===== config.mk =====
export PLATFORM = sky130hd
export DESIGN_NAME = moving_sum_peak_detector_core
export DESIGN_NICKNAME = d
export VERILOG_FILES = /design/src/hw/rtl/mspd_pkg.sv /design/src/hw/rtl/mspd_cell.sv /design/src/hw/rtl/mspd_peak.sv /design/src/hw/rtl/moving_sum_peak_detector_core.sv
export VERILOG_INCLUDE_DIRS = /design/src /design/src/hw/rtl
export SDC_FILE = /design/constraint.sdc
export NUM_CORES = 2
export LEC_CHECK = 0
export BUFFER_PORTS_ARGS = -buffer_cell sky130_fd_sc_hd__buf_4
export CORE_MARGIN = 2
export CORE_UTILIZATION = 65
export CTS_BUF_LIST = sky130_fd_sc_hd__clkbuf_8 sky130_fd_sc_hd__clkbuf_16
export DETAILED_ROUTE_END_ITERATION = 10
export PLACE_DENSITY = 0.85
export REMOVE_ABC_BUFFERS = 1
export SETUP_SLACK_MARGIN = 0.4
export SYNTH_ARGS = -nofsm -noshare
export SYNTH_HDL_FRONTEND = slang
export SYNTH_SLANG_ARGS = --single-unit
export TNS_END_PERCENT = 50

===== constraint.sdc =====
create_clock -name clk -period 4.5 [get_ports clk]
set_input_delay 0.225 -clock clk [delete_from_list [all_inputs] [get_ports clk]]
set_output_delay 0.225 -clock clk [all_outputs]
set_load 0.05 [all_outputs]

===== src/hw/rtl/moving_sum_peak_detector_core_defines.svh =====
// Assertion macros shared by the moving-sum peak detector RTL.
// Depends on nothing; included by files that carry concurrent assertions.
`ifndef MOVING_SUM_PEAK_DETECTOR_CORE_DEFINES_SVH
`define MOVING_SUM_PEAK_DETECTOR_CORE_DEFINES_SVH

// Check that expr holds at every clock edge out of reset.
`define MSPD_ASSERT(label, clk, rst_n, expr, msg) \
	label: assert property (@(posedge clk) disable iff (!rst_n) (expr)) else $error(msg);

// Check that cons holds in the same cycle as ante.
`define MSPD_ASSERT_SAME(label, clk, rst_n, ante, cons, msg) \
	label: assert property (@(posedge clk) disable iff (!rst_n) (ante) |-> (cons)) \
		else $error(msg);

// Check that cons holds in the cycle after ante.
`define MSPD_ASSERT_NEXT(label, clk, rst_n, ante, cons, msg) \
	label: assert property (@(posedge clk) disable iff (!rst_n) (ante) |=> (cons)) \
		else $error(msg);

`endif


===== src/hw/rtl/mspd_pkg.sv =====
// Constants and register codes of the moving-sum peak detector.
// Depends on nothing; used by every RTL module of the block.
package mspd_pkg;

	localparam int SAMPLE_W = 16;
	localparam int SCORE_W = 21;
	localparam int THRESH_W = 22;
	localparam int DATA_W = 32;
	localparam int ADDR_W = 3;
	localparam int DEFAULT_WINDOW_LENGTH = 64;

	localparam logic [SCORE_W-1:0] SCORE_MAX = '1;

	typedef enum logic [0:0] {
		REG_THRESHOLD = 1'b0
	} reg_idx_t;

endpackage


===== src/hw/rtl/mspd_cell.sv =====
// One cell of the sample delay line: holds a sample, passes it on per transaction.
// Depends on mspd_pkg.
module mspd_cell (
	input  logic                                 clk,
	input  logic                                 arst_n,
	input  logic                                 shift_en,
	input  logic signed [mspd_pkg::SAMPLE_W-1:0] d,
	output logic signed [mspd_pkg::SAMPLE_W-1:0] q
);

	logic signed [mspd_pkg::SAMPLE_W-1:0] sample_q;

	always_ff @(posedge clk or negedge arst_n) begin
		if (!arst_n) begin
			sample_q <= '0;
		end else if (shift_en) begin
			sample_q <= d;
		end
	end

	assign q = sample_q;

endmodule


===== src/hw/rtl/mspd_peak.sv =====
// Score stage: clamps the window sum, compares with the threshold and the score history, holds the result.
// Depends on mspd_pkg.
module mspd_peak #(
	parameter int SUM_W = mspd_pkg::SAMPLE_W + 6
) (
	input  logic                                 clk,
	input  logic                                 arst_n,
	input  logic                                 adv,
	input  logic signed [SUM_W-1:0]              sum,
	input  logic        [mspd_pkg::THRESH_W-1:0] thresh_level,
	output logic                                 peak_flag,
	output logic        [mspd_pkg::SCORE_W-1:0]  score
);

	localparam int EXT_W = (SUM_W > mspd_pkg::SCORE_W + 1) ? SUM_W : mspd_pkg::SCORE_W + 1;

	logic signed [EXT_W-1:0]             sum_ext;
	logic        [mspd_pkg::SCORE_W-1:0] score_next;
	logic                                flag_next;
	logic        [mspd_pkg::SCORE_W-1:0] prev_score_q;
	logic        [mspd_pkg::SCORE_W-1:0] before_prev_q;
	logic        [mspd_pkg::SCORE_W-1:0] score_q;
	logic                                flag_q;

	assign sum_ext = EXT_W'(sum);

	always_comb begin
		if (sum_ext[EXT_W-1]) begin
			score_next = '0;
		end else if ($unsigned(sum_ext) > EXT_W'(mspd_pkg::SCORE_MAX)) begin
			score_next = mspd_pkg::SCORE_MAX;
		end else begin
			score_next = sum_ext[mspd_pkg::SCORE_W-1:0];
		end
	end

	assign flag_next = (mspd_pkg::THRESH_W'(score_next) > thresh_level) &&
		(score_next < prev_score_q) && (before_prev_q < prev_score_q);

	always_ff @(posedge clk or negedge arst_n) begin
		if (!arst_n) begin
			prev_score_q  <= '0;
			before_prev_q <= '0;
		end else if (adv) begin
			prev_score_q  <= score_next;
			before_prev_q <= prev_score_q;
		end
	end

	always_ff @(posedge clk) begin
		if (adv) begin
			score_q <= score_next;
			flag_q  <= flag_next;
		end
	end

	assign score     = score_q;
	assign peak_flag = flag_q;

endmodule


===== src/hw/rtl/moving_sum_peak_detector_core.sv =====
// Moving-sum peak detector: delay line of cells, running sum, score and peak flag.
// An accepted sample updates the running-sum register, then the score and flag registers.
// Throughput: one transaction per cycle when not stalled, set by the single running-sum adder.
// Reset clears the delay line, running sum, score history, threshold and valid bits.
// Depends on mspd_pkg, mspd_cell, mspd_peak and the assertion macro header.
`include "moving_sum_peak_detector_core_defines.svh"
module moving_sum_peak_detector_core #(
	parameter int WINDOW_LENGTH = mspd_pkg::DEFAULT_WINDOW_LENGTH
) (
	input  logic                                 clk,
	input  logic                                 arst_n,
	input  logic                                 psel,
	input  logic                                 penable,
	input  logic                                 pwrite,
	input  logic        [mspd_pkg::ADDR_W-1:0]   paddr,
	input  logic        [mspd_pkg::DATA_W-1:0]   pwdata,
	output logic        [mspd_pkg::DATA_W-1:0]   prdata,
	output logic                                 pready,
	input  logic                                 sample_valid,
	output logic                                 sample_stall,
	input  logic signed [mspd_pkg::SAMPLE_W-1:0] sample,
	output logic                                 result_valid,
	input  logic                                 result_stall,
	output logic                                 peak_flag,
	output logic        [mspd_pkg::SCORE_W-1:0]  score
);

	localparam int SUM_W = mspd_pkg::SAMPLE_W + $clog2(WINDOW_LENGTH);

	logic signed [mspd_pkg::SAMPLE_W-1:0] tap [WINDOW_LENGTH];
	logic signed [mspd_pkg::SAMPLE_W-1:0] oldest;
	logic signed [SUM_W-1:0]              sum_s1;
	logic                                 valid_s1;
	logic                                 valid_q;
	logic        [mspd_pkg::THRESH_W-1:0] threshold_q;
	logic                                 accept;
	logic                                 adv_s2;
	logic                                 cfg_write;
	mspd_pkg::reg_idx_t                   reg_idx;

	assign adv_s2       = valid_s1 && (!valid_q || !result_stall);
	assign sample_stall = valid_s1 && !adv_s2;
	assign accept       = sample_valid && !sample_stall;

	mspd_cell u_cell_head (
		.clk      (clk),
		.arst_n   (arst_n),
		.shift_en (accept),
		.d        (sample),
		.q        (tap[0])
	);

	for (genvar i = 1; i < WINDOW_LENGTH; i++) begin : g_cell
		mspd_cell u_cell (
			.clk      (clk),
			.arst_n   (arst_n),
			.shift_en (accept),
			.d        (tap[i-1]),
			.q        (tap[i])
		);
	end

	assign oldest = tap[WINDOW_LENGTH-1];

	always_ff @(posedge clk or negedge arst_n) begin
		if (!arst_n) begin
			sum_s1   <= '0;
			valid_s1 <= 1'b0;
			valid_q  <= 1'b0;
		end else begin
			if (accept) begin
				sum_s1 <= sum_s1 + SUM_W'(sample) - SUM_W'(oldest);
			end
			if (accept) begin
				valid_s1 <= 1'b1;
			end else if (adv_s2) begin
				valid_s1 <= 1'b0;
			end
			if (adv_s2) begin
				valid_q <= 1'b1;
			end else if (!result_stall) begin
				valid_q <= 1'b0;
			end
		end
	end

	mspd_peak #(
		.SUM_W (SUM_W)
	) u_peak (
		.clk          (clk),
		.arst_n       (arst_n),
		.adv          (adv_s2),
		.sum          (sum_s1),
		.thresh_level (threshold_q),
		.peak_flag    (peak_flag),
		.score        (score)
	);

	assign result_valid = valid_q;

	assign pready    = 1'b1;
	assign cfg_write = psel && penable && pwrite && pready;
	assign reg_idx   = mspd_pkg::reg_idx_t'(paddr[mspd_pkg::ADDR_W-1]);

	always_ff @(posedge clk or negedge arst_n) begin
		if (!arst_n) begin
			threshold_q <= '0;
		end else if (cfg_write && reg_idx == mspd_pkg::REG_THRESHOLD) begin
			threshold_q <= pwdata[mspd_pkg::THRESH_W-1:0];
		end
	end

	always_comb begin
		unique case (reg_idx)
			mspd_pkg::REG_THRESHOLD: prdata = mspd_pkg::DATA_W'(threshold_q);
			default:                 prdata = '0;
		endcase
		if (paddr[mspd_pkg::ADDR_W-1]) begin
			prdata = '0;
		end
	end

	`MSPD_ASSERT_SAME(a_stall_only_when_full, clk, arst_n, sample_stall, valid_s1 && valid_q, "input stalled with a free stage")
	`MSPD_ASSERT_NEXT(a_adv_fills_output, clk, arst_n, adv_s2, result_valid, "advanced transaction not presented")
	`MSPD_ASSERT_NEXT(a_sum_holds_on_equal, clk, arst_n, accept && (sample == oldest), $stable(sum_s1), "running sum moved for equal samples")
	`MSPD_ASSERT(a_flag_needs_score, clk, arst_n, !(result_valid && peak_flag) || (score != '0), "peak flag with zero score")

endmodule

* Word-level counts from Yosys, hierarchy flattened
Index checks and enable logic that the tools add are counted.
** Word-level totals
- Register bits after elaboration :: 1134
- Latch bits :: 0
- Memory bits (writable) :: 0
- Bits in read-only memories :: 0
- Input port bits :: 58
- Logic and storage cells :: 101
- Memories kept :: 0
** Operators by class
- Add/sub/neg operators :: 2
- Multipliers :: 0
- Div/mod/pow operators :: 0
- Magnitude comparators :: 4
- Equal/unequal tests :: 1
- Shifts and indexed selects :: 0
- Multiplexer cells :: 7
- Bitwise logic cells :: 1
- Reductions and logical operators :: 14
** Operators by type and width (number)
- $lt A21 B21 Y1 :: 2
- $mux W21 :: 2
- $add A22 B16 Y22 :: 1
- $gt A21 B22 Y1 :: 1
- $gt A22 B21 Y1 const B :: 1
- $mux W22 :: 1
- $sub A22 B16 Y22 :: 1
- $logic_and A1 B1 Y1 :: 8
- $logic_not A1 Y1 :: 4
- $mux W1 :: 4
- $ne A2 B1 Y1 const B :: 1
- $reduce_bool A2 Y1 :: 1
- $logic_or A1 B1 Y1 :: 1
- $not A1 Y1 :: 1

* Logic depth before layout (Yosys ltp)
- Depth after elaboration :: 8
- Mapped depth :: 13

* Modules after synthesis
From an unflattened synthesis, not the netlist that was laid out.
** Second synthesis, totals
- Cells, all modules :: 2941
- Area, all modules :: 49128.4 µm²
** Modules (own cells, without submodules)
- mspd_cell :: times used 64, cells each 34, area each 649.4 µm²
- moving_sum_peak_detector_core :: times used 1, cells each 417, area each 3787.4 µm²
- mspd_peak :: times used 1, cells each 348, area each 3781.1 µm²

* Worst setup path before layout
Ideal clock, no wire load.
- Kind :: flip-flop to flip-flop
- From :: register g_cell[63].u_cell.sample_q (netlist bit g_cell[63].u_cell.q[15])
- To :: register sum_s1[21]
- Setup time :: 0.122 ns
- Arrival time :: 2.899 ns
- Data required time :: 4.378 ns
- Setup slack :: 1.479 ns
- Stages on the path, launching flop included :: 11
- Path buffers :: 1
- Cell sequence :: dfrtp_1 -> fa_1 -> inv_1 -> ha_1 -> buf_4 -> nand4_4 -> or3_1 -> and3b_4 -> or4_1 -> o311a_1 -> a32o_1
** Between the ends
- Longest elaborated chain between the ends :: 1
** RTL lines
- from (decl) :: line mspd_cell.sv:11 : logic signed [mspd_pkg::SAMPLE_W-1:0] sample_q;
- from (signal assigned) :: line mspd_cell.sv:15 : sample_q <= '0;
- from (signal assigned) :: line mspd_cell.sv:17 : sample_q <= d;
- $sub A22 B16 Y22 :: line moving_sum_peak_detector_core.sv:72 : sum_s1 <= sum_s1 + SUM_W'(sample) - SUM_W'(oldest);
- to (signal assigned) :: line moving_sum_peak_detector_core.sv:72
- to (decl) :: line moving_sum_peak_detector_core.sv:32 : logic signed [SUM_W-1:0] sum_s1;
No other way between the ends.
A chain may end at the register's enable or synchronous reset.

* Worst setup path after layout
Same ends and word-level chain as after synthesis.

==> run_summary.xml <==
<?xml version="1.0" encoding="UTF-8"?>
<metrics>
  <group name="status">
    <metric name="status" unit="">complete, no violations</metric>
  </group>
  <group name="floorplan">
    <metric name="initial_core_util" unit="">0.659</metric>
    <metric name="rows" unit="">96</metric>
    <metric name="die_y" unit="um">268</metric>
    <metric name="fp.dieW" unit="um">268</metric>
    <metric name="design.core.area" unit="um^2">68800</metric>
    <metric name="die_area" unit="um^2">71900</metric>
    <metric name="num_io_pins" unit="">115</metric>
  </group>
  <group name="power_and_ir_drop">
    <metric name="power.static_leakage" unit="uW">0.0288</metric>
    <metric name="ir_drop" unit="mV">0.394</metric>
    <metric name="pwr_density_cell" unit="nW/um^2">517</metric>
  </group>
  <group name="clock_network">
    <metric name="worst_setup_hold_path_clk_slew" unit="ns">0.06</metric>
    <metric name="insertion_delay" unit="ns">0.67</metric>
    <metric name="tritoncts" unit="">done</metric>
    <metric name="cell_chosen_for_the_clock_root" unit="">sky130_fd_sc_hd__clkbuf_16</metric>
    <metric name="tritoncts_num_sinks" unit="">1134</metric>
    <metric name="cts-buffers-inserted" unit="">107</metric>
    <metric name="cts.hold.buffers_added" unit="">41</metric>
    <metric name="post-cts-setup-buffer-count" unit="">0</metric>
    <metric name="postCtsResizedCells" unit="">0</metric>
    <metric name="clk_path_buf_depth" unit="">3</metric>
    <metric name="cts_htree_levels" unit="">3</metric>
  </group>
  <group name="synth">
    <metric name="synth_top_area_share" unit="">0.614</metric>
    <metric name="ys_top_cells_by_area" unit="">sky130_fd_sc_hd__dfrtp_1 (61%), sky130_fd_sc_hd__nand2_1 (26%), sky130_fd_sc_hd__ha_1 (2.3%)</metric>
    <metric name="postSynth.asyncResetShare" unit="">0.981</metric>
    <metric name="mappedNetlistArea" unit="um^2">45300</metric>
    <metric name="largest_family_of_logic_cells_by_synthesized_area" unit="">simple AND/OR/NAND/NOR gates</metric>
    <metric name="syn_inst" unit="">5106</metric>
    <metric name="synthMostInstantiatedCell" unit="">sky130_fd_sc_hd__nand2_1</metric>
    <metric name="yosysTopAreaCell" unit="">sky130_fd_sc_hd__dfrtp_1</metric>
    <metric name="yosys.cell_types.count" unit="">52</metric>
    <metric name="post_synth_most_frequent_cells" unit="">sky130_fd_sc_hd__nand2_1 (3124), sky130_fd_sc_hd__dfrtp_1 (1112), sky130_fd_sc_hd__clkbuf_1 (242)</metric>
    <metric name="syn_avg_cell_area" unit="um^2">8.88</metric>
    <metric name="yosysSeqAreaShare" unit="">0.628</metric>
    <metric name="number_of_flops_mapped_to_enable_cells_by_yosys" unit="">22</metric>
    <metric name="synth_compound_gate_area_share" unit="">0.0239</metric>
    <metric name="yosys_warnings" unit="">0</metric>
    <metric name="synthAdderAreaFrac" unit="">0.0325</metric>
    <metric name="post_synth_xor_area_fraction" unit="">0.00348</metric>
    <metric name="synthSimpleGateAreaFrac" unit="">0.272</metric>
    <metric name="synth_top_flop_cell" unit="">sky130_fd_sc_hd__dfrtp_1</metric>
    <metric name="synthMuxAreaShare" unit="">0.00571</metric>
    <metric name="ys_seq_elements" unit="">1134</metric>
  </group>
  <group name="worst_setup_path">
    <metric name="cp_max_fo" unit="">8</metric>
    <metric name="critPathCaptureType" unit="">flip-flop</metric>
    <metric name="maximum_cell_stage_delay_along_the_critical_path" unit="ns">0.54</metric>
    <metric name="timing.rr.start" unit="">g_cell[63].u_cell.q[15]$_DFFE_PN0P_</metric>
    <metric name="critPathSlowestCell" unit="">sky130_fd_sc_hd__fa_1</metric>
    <metric name="ff2ff_setup_slack" unit="ns">1.18</metric>
    <metric name="r2r_cells" unit="">9</metric>
    <metric name="crit_type" unit="">reg -&gt; reg</metric>
    <metric name="reg2reg_to" unit="">sum_s1[21]$_DFFE_PN0P_</metric>
    <metric name="path_cells" unit="">fa_1 -&gt; inv_1 -&gt; ha_1 -&gt; nand4_4 -&gt; or3_1 -&gt; and3b_4 -&gt; or4_1 -&gt; o311a_1 -&gt; a32o_1</metric>
    <metric name="crit_path_start_kind" unit="">flip-flop</metric>
    <metric name="worst_ep_required_time" unit="ns">5.05</metric>
    <metric name="cp.arrival" unit="ns">3.87</metric>
  </group>
  <group name="timing">
    <metric name="final_hold_viol_count" unit="">0</metric>
    <metric name="final_critical_path_share_of_the_clock_period" unit="">0.738</metric>
    <metric name="setup_total_negative_slack" unit="ns">0</metric>
    <metric name="clock-skew-final" unit="ns">0.0266</metric>
    <metric name="timing.hold.ws" unit="ns">0.101</metric>
    <metric name="final_number_of_max_transition_violations" unit="">0</metric>
    <metric name="rsz_0062_raised_after_global_routing" unit="">no</metric>
    <metric name="max_slew_margin" unit="">0.348</metric>
    <metric name="setup_viol" unit="">0</metric>
    <metric name="max_freq" unit="MHz">301</metric>
    <metric name="timing.final.crit_period" unit="ns">3.32</metric>
    <metric name="timing_worst_slew_pin_value" unit="ns">0.978</metric>
  </group>
  <group name="detailed_routing">
    <metric name="avgRoutedWirePerCell" unit="um">14.2</metric>
    <metric name="post-route-drc-count" unit="">0</metric>
    <metric name="routed_wl" unit="mm">87.0</metric>
    <metric name="first_pass_iters" unit="">5</metric>
    <metric name="dr.first_iter.drc_count" unit="">3079</metric>
    <metric name="num_vias" unit="">31886</metric>
    <metric name="antenna_left" unit="">0</metric>
    <metric name="routed_via_density" unit="">5.19</metric>
  </group>
  <group name="global_route">
    <metric name="track_usage" unit="">0.250</metric>
    <metric name="grt_pass1_vias" unit="">31665</metric>
    <metric name="globalRouteOverflowTotal" unit="">0</metric>
    <metric name="antenna_found_initial" unit="">0</metric>
    <metric name="grt_first_pass_wirelength" unit="mm">150</metric>
    <metric name="pin_count_of_the_biggest_net_entering_global_routing" unit="">193</metric>
  </group>
  <group name="flow_run">
    <metric name="max-cap-violations" unit="">0</metric>
  </group>
  <group name="min_path">
    <metric name="hold_path_depth" unit="">3</metric>
    <metric name="hold_crit_class" unit="">in -&gt; reg</metric>
    <metric name="min_to" unit="">u_cell_head.q[15]$_DFFE_PN0P_</metric>
    <metric name="hold_path_startpoint" unit="">sample[15]</metric>
  </group>
  <group name="final_layout">
    <metric name="num_antenna_cells" unit="">0</metric>
    <metric name="filler_cell_count" unit="">4378</metric>
    <metric name="layout-drive-gt1-share" unit="">0.0637</metric>
    <metric name="design.final.nets" unit="">5294</metric>
    <metric name="flow.area_growth_from_synthesis" unit="%">11.8</metric>
  </group>
  <group name="placed_design">
    <metric name="buffer_ports.inserted" unit="">91</metric>
    <metric name="gpl.final_weighted_congestion" unit="">0.867</metric>
    <metric name="hpwl" unit="mm">47.4</metric>
  </group>
</metrics>
sequential cells by signal, indices dropped and copies added, names as in the netlist:
signal	flops
sum_s1	22
u_peak.prev_score_q	21
u_cell_head.q	16
threshold_q	22
u_peak.score	21
valid_s1	1
u_peak.peak_flag	1
g_cell.u_cell.q	1008
u_peak.before_prev_q	21
result_valid	1
layout make-up:
cell class | count | area (um^2) | area share
tap | 931 | 1160 | 0.0230
multi-input combinational | 3589 | 15400 | 0.303
clock buffer | 134 | 3050 | 0.0601
inverter | 127 | 477 | 0.00940
timing repair buffer | 172 | 1700 | 0.0336
clock inverter | 57 | 467 | 0.00920
sequential | 1134 | 28500 | 0.562
where the power goes:
part / switching [uW] / internal, uW
Combinational: 3320 / 1820
Sequential: 672 / 11500
Clock: 3820 / 5110
Total: 7820 / 18400
metal layers:
| layer | vias up | GRT usage | share of wire |
|---|---|---|---|
| met5 | - | 0 | 0 |
| met3 | 139 | 0.0360 | 0.039 |
| li1 | 15569 | - | - |
| met4 | 0 | 0.0666 | 0.020 |
| met1 | 15602 | 0.353 | 0.45 |
| met2 | 576 | 0.415 | 0.49 |
worst max-delay path, delay by kind of cell, from the launching register on:
| kind | cells | cell delay (ns) |
|---|---|---|
| AOI/OAI and AO/OA | 2 | 0.39 |
| adders and majority gates | 2 | 1.01 |
| buffers and inverters | 1 | 0.05 |
| DFF | 1 | 0.49 |
| and+or+nand+nor | 4 | 1.27 |
cells by family after synthesis:
logic type,Yosys count
AO/OA/AOI/OAI,190
adder cells (fa/ha/maj),105
multiplexers,23
buffers and inverters,392
flip-flops,1134
XOR/XNOR,18
AND/OR/NAND/NOR,3242
other,2
worst max path at each step:
stage                                        end  cells after the start  slack (ns)                                start
after floorplan           sum_s1[21]$_DFFE_PN0P_                      4      -14.35             result_valid$_DFFE_PN0P_
after global placement    sum_s1[21]$_DFFE_PN0P_                     11        1.18                           sample[15]
after detailed placement  sum_s1[21]$_DFFE_PN0P_                     11        1.15                           sample[15]
after CTS                 sum_s1[21]$_DFFE_PN0P_                      9        1.21  g_cell[63].u_cell.q[15]$_DFFE_PN0P_
after global routing      sum_s1[21]$_DFFE_PN0P_                      9        1.07  g_cell[63].u_cell.q[15]$_DFFE_PN0P_
final                     sum_s1[21]$_DFFE_PN0P_                      9        1.18  g_cell[63].u_cell.q[15]$_DFFE_PN0P_
cells in the final DEF (no fill, tap or decap), types with 21 or more instances in the layout:
master	Yosys	final
sky130_fd_sc_hd__inv_1	127	146
sky130_fd_sc_hd__nand2_1	3124	3123
sky130_fd_sc_hd__dfrtp_1	1112	1112
sky130_fd_sc_hd__o21ai_0	102	102
sky130_fd_sc_hd__clkbuf_16	0	107
sky130_fd_sc_hd__nor2_1	59	59
sky130_fd_sc_hd__ha_1	84	84
sky130_fd_sc_hd__buf_12	0	24
sky130_fd_sc_hd__mux2_2	23	23
sky130_fd_sc_hd__clkbuf_8	0	27
sky130_fd_sc_hd__edfxtp_1	22	22
sky130_fd_sc_hd__dlygate4sd3_1	0	41
sky130_fd_sc_hd__fa_1	21	21
sky130_fd_sc_hd__clkinv_2	0	22
sky130_fd_sc_hd__buf_4	14	106
sky130_fd_sc_hd__a21oi_1	38	38
stage by stage:
stage	setup WS (ns)	instances	cell area (um^2)	utilization	total power [uW]
finish	1.18	6144	50700	0.737	26200
global route	1.07	6144	50700	0.737	27600
CTS	1.21	6144	50700	0.737	26300
detailed placement	1.15	5912	46800	0.680	17200
global placement	1.18	5912	46800	0.680	17000
floorplan	-14.35	4850	44300	-	16000
Power figures use the tool's default switching activity.
